===== config.mk =====
export PLATFORM = sky130hd
export DESIGN_NAME = parallel_automata_tokenizer
export DESIGN_NICKNAME = d
export VERILOG_FILES = /design/src/hw/rtl/ptok_pkg.sv /design/src/hw/rtl/ptok_match.sv /design/src/hw/rtl/parallel_automata_tokenizer.sv
export SDC_FILE = /design/constraint.sdc
export NUM_CORES = 1
export LEC_CHECK = 0
export BUFFER_PORTS_ARGS = -buffer_cell sky130_fd_sc_hd__buf_2
export CORE_MARGIN = 5
export CORE_UTILIZATION = 45
export DETAILED_ROUTE_END_ITERATION = 16
export GPL_TIMING_DRIVEN = 0
export PLACE_DENSITY = 0.69
export SLEW_MARGIN = 20
export SYNTH_ARGS = -nofsm -noshare
export SYNTH_HDL_FRONTEND = slang
export SYNTH_SLANG_ARGS = --single-unit
export TNS_END_PERCENT = 5

===== constraint.sdc =====
create_clock -name i_clk -period 9 [get_ports i_clk]
set_input_delay 0.9 -clock i_clk [delete_from_list [all_inputs] [get_ports i_clk]]
set_output_delay 0.9 -clock i_clk [all_outputs]
set_load 0.01 [all_outputs]

===== src/hw/rtl/ptok_pkg.sv =====
// Package for the parallel automata tokenizer: matcher state codes, token kinds,
// keyword and operator tables, and the matcher step struct. No dependencies.
`timescale 1ns / 1ps
package ptok_pkg;

    localparam int MAX_TOKEN_LEN = 32;
    localparam int NUM_M         = 15;
    localparam int NUM_KW        = 6;
    localparam int NUM_OP        = 6;

    typedef logic [1:0] t_mst;
    localparam t_mst ST_RUN = 2'd0;
    localparam t_mst ST_ACC = 2'd1;
    localparam t_mst ST_REJ = 2'd2;

    typedef logic [3:0] t_kind;
    localparam t_kind K_ERROR    = 4'd0;
    localparam t_kind K_NUMBER   = 4'd1;
    localparam t_kind K_FIRST_OP = 4'd2;
    localparam t_kind K_IDENT    = 4'd8;
    localparam t_kind K_FIRST_KW = 4'd9;
    localparam t_kind K_EOF      = 4'd15;

    localparam logic [7:0] CH_SPACE = 8'h20;
    localparam logic [7:0] CH_NL    = 8'h0A;

    typedef t_mst [NUM_M-1:0]        t_mst_vec;
    typedef logic [NUM_KW-1:0][2:0]  t_kidx_vec;

    typedef struct packed {
        t_mst_vec  st_nx;
        t_kidx_vec kidx_nx;
        logic      running;   // some matcher still running after this char
        logic      any_acc;
        t_kind     acc_kind;  // latest accepting matcher after this char
        t_kind     cut_kind;  // winner judged from states before this char
    } t_step;

    // Keyword spelling, char k in bits [8k+7:8k].
    function automatic logic [63:0] kw_word(input logic [2:0] kw);
        logic [63:0] w;
        case (kw)
            3'd0:    w = {32'h0, "clac"};
            3'd1:    w = {48'h0, "dc"};
            3'd2:    w = {48'h0, "fi"};
            3'd3:    w = {40'h0, "rof"};
            3'd4:    w = {40'h0, "rav"};
            3'd5:    w = {24'h0, "elihw"};
            default: w = 64'h0;
        endcase
        return w;
    endfunction

    function automatic logic [2:0] kw_len(input logic [2:0] kw);
        logic [2:0] l;
        case (kw)
            3'd0:    l = 3'd4;
            3'd1:    l = 3'd2;
            3'd2:    l = 3'd2;
            3'd3:    l = 3'd3;
            3'd4:    l = 3'd3;
            3'd5:    l = 3'd5;
            default: l = 3'd1;
        endcase
        return l;
    endfunction

    function automatic logic [7:0] op_char(input logic [2:0] op);
        logic [7:0] c;
        case (op)
            3'd0:    c = "+";
            3'd1:    c = "-";
            3'd2:    c = "*";
            3'd3:    c = "/";
            3'd4:    c = "(";
            3'd5:    c = ")";
            default: c = 8'h00;
        endcase
        return c;
    endfunction

endpackage


===== src/hw/rtl/ptok_match.sv =====
// Matcher bank step: advances all fifteen matchers by one character.
// Depends on ptok_pkg.
`timescale 1ns / 1ps
module ptok_match (
    input  logic [7:0]           i_ch,
    input  logic                 i_fill_zero,
    input  ptok_pkg::t_mst_vec   i_st,
    input  ptok_pkg::t_kidx_vec  i_kidx,
    output ptok_pkg::t_step      o_step
);

    logic is_dig, is_alp, is_blank;

    always_comb begin
        logic [2:0]  k;
        logic [2:0]  kn;
        logic [2:0]  kl;
        logic [63:0] kw;
        is_dig   = (i_ch >= "0") && (i_ch <= "9");
        is_alp   = ((i_ch >= "a") && (i_ch <= "z")) || ((i_ch >= "A") && (i_ch <= "Z"));
        is_blank = (i_ch == ptok_pkg::CH_SPACE) || (i_ch == ptok_pkg::CH_NL);

        o_step.st_nx   = i_st;
        o_step.kidx_nx = i_kidx;

        o_step.st_nx[0] = (i_fill_zero && is_blank) ? ptok_pkg::ST_REJ : ptok_pkg::ST_ACC;

        if (i_st[1] == ptok_pkg::ST_RUN) begin
            if (is_dig)
                o_step.st_nx[1] = ptok_pkg::ST_RUN;
            else
                o_step.st_nx[1] = i_fill_zero ? ptok_pkg::ST_REJ : ptok_pkg::ST_ACC;
        end

        for (int i = 0; i < ptok_pkg::NUM_OP; i++) begin
            o_step.st_nx[2+i] = (i_st[2+i] == ptok_pkg::ST_RUN
                                 && i_ch == ptok_pkg::op_char(3'(i)))
                                ? ptok_pkg::ST_ACC : ptok_pkg::ST_REJ;
        end

        if (i_st[8] == ptok_pkg::ST_RUN) begin
            if (i_fill_zero)
                o_step.st_nx[8] = is_alp ? ptok_pkg::ST_RUN : ptok_pkg::ST_REJ;
            else
                o_step.st_nx[8] = (is_alp || is_dig) ? ptok_pkg::ST_RUN : ptok_pkg::ST_ACC;
        end

        for (int i = 0; i < ptok_pkg::NUM_KW; i++) begin
            k  = i_kidx[i];
            kl = ptok_pkg::kw_len(3'(i));
            kw = ptok_pkg::kw_word(3'(i));
            kn = k + 3'd1;
            if (i_st[9+i] != ptok_pkg::ST_ACC) begin
                if (i_st[9+i] == ptok_pkg::ST_RUN && k < kl
                    && kw[8*k +: 8] == i_ch) begin
                    o_step.kidx_nx[i] = kn;
                    o_step.st_nx[9+i] = (kn >= kl) ? ptok_pkg::ST_ACC : ptok_pkg::ST_RUN;
                end else begin
                    o_step.st_nx[9+i] = ptok_pkg::ST_REJ;
                end
            end
        end

        o_step.running  = 1'b0;
        o_step.any_acc  = 1'b0;
        o_step.acc_kind = ptok_pkg::K_ERROR;
        o_step.cut_kind = ptok_pkg::K_ERROR;
        for (int i = 0; i < ptok_pkg::NUM_M; i++) begin
            if (o_step.st_nx[i] == ptok_pkg::ST_RUN)
                o_step.running = 1'b1;
            if (o_step.st_nx[i] == ptok_pkg::ST_ACC) begin
                o_step.any_acc  = 1'b1;
                o_step.acc_kind = 4'(i);
            end
            if (((i == 1 || i == 8) && i_st[i] == ptok_pkg::ST_RUN)
                || (i >= 9 && i_st[i] == ptok_pkg::ST_ACC))
                o_step.cut_kind = 4'(i);
        end
    end

endmodule


===== src/hw/rtl/parallel_automata_tokenizer.sv =====
// Parallel automata tokenizer top: text ring memory, scan sequencer, result staging.
// Depends on ptok_pkg and ptok_match. A beat with nothing to replay passes through
// accept, step and flush; each replayed char adds a ring read and a step; eof adds S_EOF.
// Results pass a pending and an output register: the last result of a beat is valid
// once flush moves it from pending to output, later while the output stalls or pending is blocked.
// Reset: synchronous, active low, clears all control state; ring needs no clearing.
`timescale 1ns / 1ps
module parallel_automata_tokenizer #(
    parameter int MAX_TOKEN_LEN = ptok_pkg::MAX_TOKEN_LEN,
    localparam int LEN_W  = $clog2(MAX_TOKEN_LEN + 2),
    localparam int OUT_BW = 4 + 32 + LEN_W + 1,
    localparam int OUT_W  = ((OUT_BW + 7) / 8) * 8
) (
    input  logic             i_clk,
    input  logic             i_rst_n,
    input  logic             i_s_tvalid,
    output logic             o_s_tready,
    input  logic [7:0]       i_s_tdata,   // ch[7:0]
    input  logic             i_s_tlast,   // end_of_text
    output logic             o_m_tvalid,
    input  logic             i_m_tready,
    output logic [OUT_W-1:0] o_m_tdata,   // token_kind, start_pos, token_len, too_long, pad
    output logic             o_m_tlast    // last_of_run
);

    localparam int FILL_W = $clog2(MAX_TOKEN_LEN + 1);
    // Ring holds the buffered token plus the replay queue, indexed by text offset.
    localparam int RING_W = $clog2(MAX_TOKEN_LEN + 1);
    localparam int RING_D = 2 ** RING_W;

    typedef enum logic [2:0] {S_IDLE, S_READ, S_EXEC, S_EOF, S_FLUSH} t_state;

    t_state              r_state, n_state;
    logic [31:0]         r_scan, n_scan;      // offset of token start
    logic [31:0]         r_wpos, n_wpos;      // offset one past last written char
    logic [FILL_W-1:0]   r_fill, n_fill;
    ptok_pkg::t_mst_vec  r_st, n_st;
    ptok_pkg::t_kidx_vec r_kidx, n_kidx;
    logic                r_lastnl, n_lastnl;
    logic                r_eofm, n_eofm;      // end of text in progress
    logic [7:0]          r_cur, n_cur;        // char of the accepted beat
    logic                r_frommem, n_frommem;
    logic [7:0]          r_rdata;

    // pending result (not yet known whether last) and output register
    logic                r_pv, n_pv;
    ptok_pkg::t_kind     r_pk, n_pk;
    logic [31:0]         r_ps, n_ps;
    logic [LEN_W-1:0]    r_pl, n_pl;
    logic                r_pc, n_pc;
    logic                r_ov, n_ov;
    ptok_pkg::t_kind     r_ok, n_ok;
    logic [31:0]         r_os, n_os;
    logic [LEN_W-1:0]    r_ol, n_ol;
    logic                r_oc, n_oc;
    logic                r_olast, n_olast;

    logic [7:0]          ring [RING_D];
    logic                wr_en;
    logic [7:0]          wr_data;
    logic [RING_W-1:0]   rd_addr;

    logic [7:0]          cc;
    ptok_pkg::t_step     step;
    logic                s_acc, out_free;

    assign cc       = r_frommem ? r_rdata : r_cur;
    assign s_acc    = i_s_tvalid && o_s_tready;
    assign out_free = !r_ov || i_m_tready;
    assign rd_addr  = RING_W'(r_scan + 32'(r_fill));

    ptok_match u_match (
        .i_ch        (cc),
        .i_fill_zero (r_fill == '0),
        .i_st        (r_st),
        .i_kidx      (r_kidx),
        .o_step      (step)
    );

    always_comb begin
        logic [LEN_W-1:0]  take;
        logic [LEN_W-1:0]  n1;
        ptok_pkg::t_kind   kind;
        logic              has, cut, done, push;
        logic [31:0]       npos;
        n_state   = r_state;
        n_scan    = r_scan;
        n_wpos    = r_wpos;
        n_fill    = r_fill;
        n_st      = r_st;
        n_kidx    = r_kidx;
        n_lastnl  = r_lastnl;
        n_eofm    = r_eofm;
        n_cur     = r_cur;
        n_frommem = r_frommem;
        n_pv = r_pv; n_pk = r_pk; n_ps = r_ps; n_pl = r_pl; n_pc = r_pc;
        n_ov = r_ov; n_ok = r_ok; n_os = r_os; n_ol = r_ol; n_oc = r_oc;
        n_olast = r_olast;
        wr_en   = 1'b0;
        wr_data = i_s_tdata;
        take = '0; kind = ptok_pkg::K_ERROR; has = 1'b0; cut = 1'b0;
        done = 1'b0; push = 1'b0; npos = '0;
        n1   = LEN_W'(r_fill) + LEN_W'(1);

        if (r_ov && i_m_tready)
            n_ov = 1'b0;

        case (r_state)
            S_IDLE: begin
                if (s_acc) begin
                    n_frommem = 1'b0;
                    if (i_s_tlast) begin
                        n_eofm = 1'b1;
                        if (!r_lastnl) begin
                            wr_en   = 1'b1;
                            wr_data = ptok_pkg::CH_NL;
                            n_cur   = ptok_pkg::CH_NL;
                            n_wpos  = r_wpos + 32'd1;
                            n_state = S_EXEC;
                        end else begin
                            n_state = S_EOF;
                        end
                    end else begin
                        wr_en    = 1'b1;
                        n_cur    = i_s_tdata;
                        n_wpos   = r_wpos + 32'd1;
                        n_lastnl = (i_s_tdata == ptok_pkg::CH_NL);
                        n_state  = S_EXEC;
                    end
                end
            end
            S_READ: begin
                n_frommem = 1'b1;
                n_state   = S_EXEC;
            end
            S_EXEC: begin
                if (step.running && r_fill < FILL_W'(MAX_TOKEN_LEN)) begin
                    n_st   = step.st_nx;
                    n_kidx = step.kidx_nx;
                    n_fill = r_fill + FILL_W'(1);
                    npos   = r_scan + 32'(n1);
                    done   = (npos == r_wpos);
                    n_state = done ? (r_eofm ? S_EOF : S_FLUSH) : S_READ;
                end else begin
                    if (step.running) begin
                        // token cut before this char
                        has  = 1'b1;
                        kind = step.cut_kind;
                        if (kind >= ptok_pkg::K_FIRST_KW) begin
                            take = LEN_W'(ptok_pkg::kw_len(3'(kind - ptok_pkg::K_FIRST_KW)));
                        end else begin
                            take = LEN_W'(r_fill);
                            cut  = 1'b1;
                        end
                    end else begin
                        has  = step.any_acc;
                        kind = step.acc_kind;
                        if (!has || kind == ptok_pkg::K_ERROR)
                            take = n1;
                        else if (kind == ptok_pkg::K_NUMBER || kind == ptok_pkg::K_IDENT)
                            take = LEN_W'(r_fill);
                        else if (kind >= ptok_pkg::K_FIRST_KW)
                            take = LEN_W'(ptok_pkg::kw_len(3'(kind - ptok_pkg::K_FIRST_KW)));
                        else
                            take = LEN_W'(1);
                    end
                    if (take > n1)
                        take = n1;
                    if (take == '0)
                        take = LEN_W'(1);
                    if (!(has && r_pv && !out_free)) begin
                        push   = has;
                        n_scan = r_scan + 32'(take);
                        n_fill = '0;
                        n_st   = '0;
                        n_kidx = '0;
                        npos   = r_scan + 32'(take);
                        done   = (npos == r_wpos);
                        n_state = done ? (r_eofm ? S_EOF : S_FLUSH) : S_READ;
                    end
                end
            end
            S_EOF: begin
                if (!(r_pv && !out_free)) begin
                    push     = 1'b1;
                    kind     = ptok_pkg::K_EOF;
                    take     = '0;
                    n_scan   = '0;
                    n_wpos   = '0;
                    n_fill   = '0;
                    n_st     = '0;
                    n_kidx   = '0;
                    n_lastnl = 1'b0;
                    n_eofm   = 1'b0;
                    n_state  = S_FLUSH;
                end
            end
            S_FLUSH: begin
                if (!r_pv) begin
                    n_state = S_IDLE;
                end else if (out_free) begin
                    n_ov = 1'b1; n_ok = r_pk; n_os = r_ps; n_ol = r_pl; n_oc = r_pc;
                    n_olast = 1'b1;
                    n_pv    = 1'b0;
                    n_state = S_IDLE;
                end
            end
            default: n_state = S_IDLE;
        endcase

        if (push) begin
            if (r_pv) begin
                n_ov = 1'b1; n_ok = r_pk; n_os = r_ps; n_ol = r_pl; n_oc = r_pc;
                n_olast = 1'b0;
            end
            n_pv = 1'b1;
            n_pk = kind;
            n_ps = r_scan;
            n_pl = take;
            n_pc = cut;
        end
    end

    always_ff @(posedge i_clk) begin
        if (!i_rst_n) begin
            r_state  <= S_IDLE;
            r_scan   <= '0;
            r_wpos   <= '0;
            r_fill   <= '0;
            r_st     <= '0;
            r_kidx   <= '0;
            r_lastnl <= 1'b0;
            r_eofm   <= 1'b0;
            r_pv     <= 1'b0;
            r_ov     <= 1'b0;
        end else begin
            r_state  <= n_state;
            r_scan   <= n_scan;
            r_wpos   <= n_wpos;
            r_fill   <= n_fill;
            r_st     <= n_st;
            r_kidx   <= n_kidx;
            r_lastnl <= n_lastnl;
            r_eofm   <= n_eofm;
            r_pv     <= n_pv;
            r_ov     <= n_ov;
        end
        r_cur     <= n_cur;
        r_frommem <= n_frommem;
        r_pk <= n_pk; r_ps <= n_ps; r_pl <= n_pl; r_pc <= n_pc;
        r_ok <= n_ok; r_os <= n_os; r_ol <= n_ol; r_oc <= n_oc;
        r_olast <= n_olast;
    end

    // text ring: write on accept, registered read for replay
    always_ff @(posedge i_clk) begin
        if (wr_en)
            ring[r_wpos[RING_W-1:0]] <= wr_data;
    end

    always_ff @(posedge i_clk) begin
        if (r_state == S_READ)
            r_rdata <= ring[rd_addr];
    end

    assign o_s_tready = (r_state == S_IDLE);
    assign o_m_tvalid = r_ov;
    assign o_m_tlast  = r_olast;
    assign o_m_tdata  = OUT_W'({r_oc, r_ol, r_os, r_ok});

endmodule


Word level (Yosys, flattened, before mapping) --
Memories as Yosys holds them, arrays and structs flattened. A register that Yosys moved wholly into a read port is not among the register bits. Cells that the tools add are included. W data, S select, Z words.
Word-level totals: memories 1, output and inout port bits 51, logic and storage cells 459, bits of input ports 13, flip-flop bits (word level) 219, bits in writable memories 512
Memories:
- ring | words 64, width 8, rd ports 1, clocked after Yosys merged registers in 1, wr ports 1, RTL line parallel_automata_tokenizer.sv:58 | logic [7:0] ring [RING_D];
Cells by class: shifts and indexed selects 6, bitwise logic cells 2, muxes and demuxes 198, reduce and logical (&&, ||, !) cells 96, equality and inequality tests 82, add/subtract/negate cells 13, magnitude comparators 22
Operator list (count):
- $shiftx A64 B7 Y8 const A | 6
- $mux W32 | 11
- $pmux W32 S2 | 2
- $mux W6 | 20
- $mux W30 | 3
- $mux W5 | 15
- $mux W3 | 23
- $add A32 B6 Y32 | 2
- $eq A32 B32 Y1 | 2
- $mux W1 | 63
- $mux W4 | 15
- $pmux W30 S2 | 1
- $logic_not A2 Y1 | 29
- $eq A8 B6 Y1 const B | 7
- $mux W8 | 7
- $mux W18 | 3
- $mux W2 | 25
- $eq A8 B8 Y1 | 6
- $eq A2 B1 Y1 const B | 21
- $ne A3 B2 Y1 const B | 12
- $pmux W18 S2 | 1
- $add A32 B1 Y32 const B | 1
- $reduce_and A5 Y1 | 6
- $logic_and A1 B1 Y1 | 28
- 41 further kinds | 110

Longest topological paths before layout --
depth after elaboration 45, gate-level depth with buffers 41, mapped depth without buffers 39

Hierarchy --
From an unflattened synthesis, not the netlist that was laid out.
Unflattened totals: cell total of the unflattened synthesis 2507, area, all modules 34216.6 µm²
By module, submodules not included:
- parallel_automata_tokenizer | cells each 2208, area an instance 32184.6 µm², times used 1
- ptok_match | cells each 299, area an instance 2031.9 µm², times used 1

Worst setup path before layout --
No wires, ideal clock.
kind reg-to-reg, start reg r_frommem, end reg r_state[1], path slack 0.935 ns, data required time 8.940 ns, library setup time 0.060 ns, path buffers 3, clock period less this slack 8.065 ns, arrival 8.005 ns, cell stages (with the launch flop) 40, path through edfxtp_1 > buf_6 > buf_6 > buf_2 > or3b_1 > a211oi_1 > inv_1 > o211a_1 > a211o_1 > nand3_1 > mux2_2 > nor3_1 > a2111oi_0 > nor2_1 > ha_1 > nor2b_1 > o21a_1 > o21a_1 > [... 4 more ...] > o21ai_0 > o2111ai_1 > nand4b_4 > o21ai_2 > ha_1 > inv_1 > fa_1 > nor2b_1 > o21a_1 > o21ai_0 > a211o_1 > mux2_2 > a211oi_1 > o2111ai_1 > nor4_1 > nor2_1 > nor4b_1 > a311o_1
Between the ends: longest elaborated chain between the ends 44, elaborated cells on any way between the ends 170, those cells by class 2 x add/sub; 8 x order compare; 38 x eq/ne; 76 x mux; 46 x reduce/logical
RTL lines:
- start: declaration | RTL line parallel_automata_tokenizer.sv:42 | logic r_frommem, n_frommem;
- start signal: assignment | RTL line parallel_automata_tokenizer.sv:249 | r_frommem <= n_frommem;
- $mux W8 * | RTL line parallel_automata_tokenizer.sv:67 | assign cc = r_frommem ? r_rdata : r_cur;
- $ge A8 B6 Y1 / $le A8 B6 Y1 (equally long branches) | RTL line ptok_match.sv:19 | is_dig = (i_ch >= "0") && (i_ch <= "9");
- $logic_and A1 B1 Y1 | RTL line ptok_match.sv:19
- $mux W2 | RTL line ptok_match.sv:29 | if (is_dig)
- $mux W2 | RTL line ptok_match.sv:28 | if (i_st[1] == ptok_pkg::ST_RUN) begin
- $eq A2 B1 Y1 | RTL line ptok_match.sv:71 | if (o_step.st_nx[i] == ptok_pkg::ST_ACC) begin
- $mux W5 (14 in a row) | RTL line ptok_match.sv:71
- $sub A3 B1 Y3 | RTL line parallel_automata_tokenizer.sv:163 | take = LEN_W'(ptok_pkg::kw_len(3'(kind - ptok_pkg::K_FIRST_KW)));
- [... 15 more ...]
- $mux W6 | RTL line parallel_automata_tokenizer.sv:137 | if (step.running && r_fill < FILL_W'(MAX_TOKEN_LEN)) begin
- $mux W6 | RTL line parallel_automata_tokenizer.sv:108 | case (r_state)
- $add A32 B6 Y32 | RTL line parallel_automata_tokenizer.sv:177 | npos = r_scan + 32'(take);
- $eq A32 B32 Y1 | RTL line parallel_automata_tokenizer.sv:178 | done = (npos == r_wpos);
- $mux W3 | RTL line parallel_automata_tokenizer.sv:179 | n_state = done ? (r_eofm ? S_EOF : S_FLUSH) : S_READ;
- $mux W3 | RTL line parallel_automata_tokenizer.sv:171 | if (!(has && r_pv && !out_free)) begin
- $mux W3 | RTL line parallel_automata_tokenizer.sv:137
- $pmux W3 S5 | RTL line parallel_automata_tokenizer.sv:108
- end signal: assignment | RTL line parallel_automata_tokenizer.sv:237 | r_state <= n_state;
- end: declaration | RTL line parallel_automata_tokenizer.sv:33 | t_state r_state, n_state;
Mark *: on every way between the ends. The rest lies on a longest branch, timed or not. The select of a mux whose other input is x is not followed. A chain may end at the register's enable or synchronous reset.

Worst setup path after layout --
start reg r_frommem, end reg r_state[0]
The elaborated chain is that of the path after synthesis.

==> summary.md <==
| Metric | Value |
|---|---|
| Initial core utilization | `between 40% and 50%` |
| I/O Pins | `64` |
| Drt pass-1 iters | `6` |
| Hold-fix buffers at CTS | `0` |
| Post-synth EDFFs | `around 600` |
| Count of final setup violators | `0` |
| Period utilization | `a little over nine tenths` |
| GPL Wtd Cong | `between 0.9 and 1` |
| Die Wd | `roughly 280 µm` |
| LEAKAGE | `around 0.013 µW` |
| Top post-synthesis cells by count | `edfxtp_1, nor2_1, mux4_2` |
| Vias in the first global route | `21,280` |
| Fin Clk Skew | `46.65 ps` |
| PD cells | `295.1 nW/µm²` |
| Crit Path Class | `flip-flop to flip-flop` |
| CP dominant cell by count | `o21a_1` |
| Post-DP HPWL | `between 60,000 and 70,000 µm` |
| Register area share after synthesis | `between 60 and 70%` |
| Final Critical Period | `8673 ps` |
| # DRC | `0` |
| Synth Warn # | `0` |
| Mapped Cells | `2,412` |
| Global routing usage on met2 | `approximately 35%` |
| Vias | `21,510` |
| Latest clock arrival within the worst-skew pair | `640 ps` |
| Top cell type's share of synthesized area | `between 50% and 60%` |
| Synth-to-layout area growth | `13.87%` |
| CP delay by family, top | `compound AO/OA/AOI/OAI gates` |
| Avg Cell Area, Syn | `about 14 µm²` |
| CP max FO | `10` |
| FMAX | `approximately 120 MHz` |
| CP Launch Type | `flip-flop` |
| Cts bufs inserted | `77` |
| Largest net degree at the start of global routing | `65` |
| Nets | `2,637` |
| Inserted Diodes | `0` |
| Drt via density | `around 6` |
| Die H | `283.6 µm` |
| Levels on crit path | `39` |
| Routed wire length | `88,130 µm` |
| Worst EP arrival | `9190 ps` |
| Reg2Reg Setup Slack | `330 ps` |
| Share of layout cells above drive strength 1 | `~18%` |
| Cell taking the most area after synthesis | `edfxtp_1` |
| Worst flop-to-flop path endpoint | `r_state[0]` |
| Congestion Overflow GR | `0` |
| Clock transition at path regs | `approximately 60 ps` |
| Gr usage total | `a little over a fifth` |
| Cell area after placement | `approximately 35,000 µm²` |
| Worst Setup EP | `r_state[0]` |
| ANT nets after route | `0` |
| # rows | `100` |
| Post-synthesis cell type count | `just over 90` |
| Register bit total from synthesis | `739` |
| Top-count cell post-synth | `edfxtp_1` |
| Final Hold Viols | `0` |
| Mapped Area | `33,680 µm²` |
| First-pass GRT wire length | `approximately 130,000 µm` |
| Critical Path Sink Type | `flip-flop` |
| Iteration-0 DRC Markers | `2,463` |
| Worst Reg-to-Reg Cells | `39` |
| PortBufs | `57` |
| Final instance area | `38,350 µm²` |
| Synth async-reset ratio | `0%` |
| Total die area | `slightly above 80,000 µm²` |
| Slowest cell on crit path | `or4_1` |
| Synth Area in XOR/XNOR | `under 10%` |
| CP Data Required Time | `about 9500 ps` |
| Worst vdd ir | `between 0.00015 and 0.0002 V` |
| Initial antenna violation count | `0` |
| Layout fillers | `6,134` |
| Adder-Cell Fraction of Synth Area | `roughly 2.1%` |
| WL/cell | `24.48 µm` |
| Status | `complete, no violations` |
| Slowest stage delay, CP | `a little over 600 ps` |
| Root Driver | `clkbuf_16` |
| GR peak layer | `met2` |
| Critical path buffers and inverters | `4` |
| Max-cap violations | `0` |
| Ys flop type | `edfxtp_1` |
| Core Util, Final | `between 50% and 60%` |
| Mux share of post-synthesis cell area | `roughly an eighth` |
| Clk buf depth | `3` |
| Met1 Usage GRT | `~30%` |
| Met3 Use GR | `approximately 3.3%` |
| Slew Viols, Final | `0` |
| Clk sinks | `roughly 740` |
| Leading post-synthesis cells by cell area | `edfxtp_1, mux4_2, dfxtp_1, nor2_1, ha_1` |
| CTS tree | `yes` |
| H-tree levels | `3` |
| Largest family of logic cells by synthesized area | `multiplexers` |
| Simple-gate share of the synthesized area | `a little under an eighth` |
| Crit path from | `r_frommem` |
| Min-Delay Path Class | `flip-flop to flip-flop` |
| Synth Area in Compound Gates | `6.754%` |
| Worst-Margin Slew | `roughly 1100 ps` |
| Reg-to-reg critical path startpoint | `r_frommem` |
| Max-slew headroom | `25.99%` |
| Core area | `74,320 µm²` |
[cells in the final DEF, fill, tap and decap left out, drive strengths merged, types with 9 or more instances in the layout]
cell	netlist	layout
dfxtp	123	123
clkinv	2	38
a21oi	82	82
o2111ai	10	10
a31oi	12	12
mux4	161	161
and3	34	34
nor4	20	20
nand2	140	140
o21a	12	12
or3b	9	9
xnor2	60	60
nor2	256	256
or2	13	13
nor2b	33	33
o31a	12	12
buf	36	109
or4	10	10
o31ai	10	10
inv	57	57
nand3	58	58
xor2	68	68
nor3	38	38
o211a	9	9
or3	27	27
edfxtp	616	616
clkbuf	90	186
nand3b	12	12
mux2i	24	24
and2	64	64
ha	52	52
nand4	21	21
o21ai	68	68
a211oi	23	23
a22oi	9	9
nand2b	22	22
[final cells by class]
class,instances,area [µm²],share of cell area (%)
clock inverter,46,484.2,1.263
tap,969,1212,3.161
sequential,739,20960,54.65
clock buffer,95,2098,5.471
multi-input combinational,1492,12390,32.32
buffer,125,534.3,1.393
inverter,59,221.5,0.5774
timing repair buffer,75,446.7,1.165
[sequential cells by signal (all words and copies together), names as in the netlist, named ones only]
signal	count
r_state	3
r_scan	32
r_kidx	18
r_cur	8
r_pk	4
r_fill	6
r_rdata	8
o_m_tvalid	1
r_ps	32
r_lastnl	1
ring	512
r_pc	1
r_wpos	32
r_st	28
r_pv	1
r_eofm	1
r_frommem	1
r_pl	6
[repair_timing]
action / CTS / global route
pin swaps: 5 / 19
gates cloned: 0 / 1
setup buffers: 6 / 6
setup endpoints to repair: 4 / 3
gates resized for setup: 31 / 47
[metal layers]
| metal | part of all wire, % | vias up | wire length, µm |
|---|---|---|---|
| li1 | - | 9543 | - |
| met1 | 42 | 10870 | 36720 |
| met2 | 48 | 942 | 42370 |
| met3 | 7.8 | 157 | 6839 |
| met4 | 2.5 | 0 | 2194 |
| met5 | 0 | - | 0 |
[cell families (layout without fill, tap and decap cells)]
logic type	count (synthesis)	count (layout)
and+or+nand+nor	783	783
DFF	739	739
AOI/OAI and AO/OA	330	330
muxes	191	191
buffers and inverters	185	400
xor gates and xnor gates	128	128
adders and majority gates	55	55
other	1	5
[how the worst min path moves through the flow]
stage / startpoint / to / cells past startpoint / slack, ps
after CTS: r_scan[20] / r_ps[20] / 0 / 430
after floorplan: r_scan[9] / r_ps[9] / 0 / 400
final: r_scan[20] / r_ps[20] / 0 / 430
after detailed placement: r_scan[20] / r_ps[20] / 0 / 410
after global placement: r_scan[18] / r_ps[18] / 0 / 420
after global routing: r_scan[17] / r_ps[17] / 0 / 450
[metrics by stage]
| step | power [µW] | TNS, ps | worst slack, ps | hold slack (ps) | std cells |
|---|---|---|---|---|---|
| after global routing | 11810 | -45.70 | -45.70 | 452.2 | 3600 |
| final | 11320 | 0 | 326.7 | 431.3 | 3600 |
| after CTS | 11250 | 0 | 3.316 | 431.4 | 3592 |
| after floorplan | 6774 | 0 | 934.8 | 402.9 | 2416 |
| after detailed placement | 7947 | -4730 | -1658 | 412.8 | 3446 |
| after global placement | 7857 | -4586 | -1578 | 415.2 | 3442 |
[worst reg2reg max path, delay by kind of cell, from the launching register on]
kind / cells / cell delay [ps]
compound gates: 21 / 4150
simple gates: 8 / 1410
mux: 2 / 840
buf+inv: 4 / 770
fa+ha+maj: 3 / 720
flops: 1 / 480
xor+xnor: 1 / 180
[where the power goes]
group	internal (µW)	switching (µW)	leakage, µW
registers	4090	118	0.00660
logic	1600	2310	0.00496
clock network	1850	1360	0.00124
total	7540	3780	0.0128
Power figures use the tool's default switching activity.
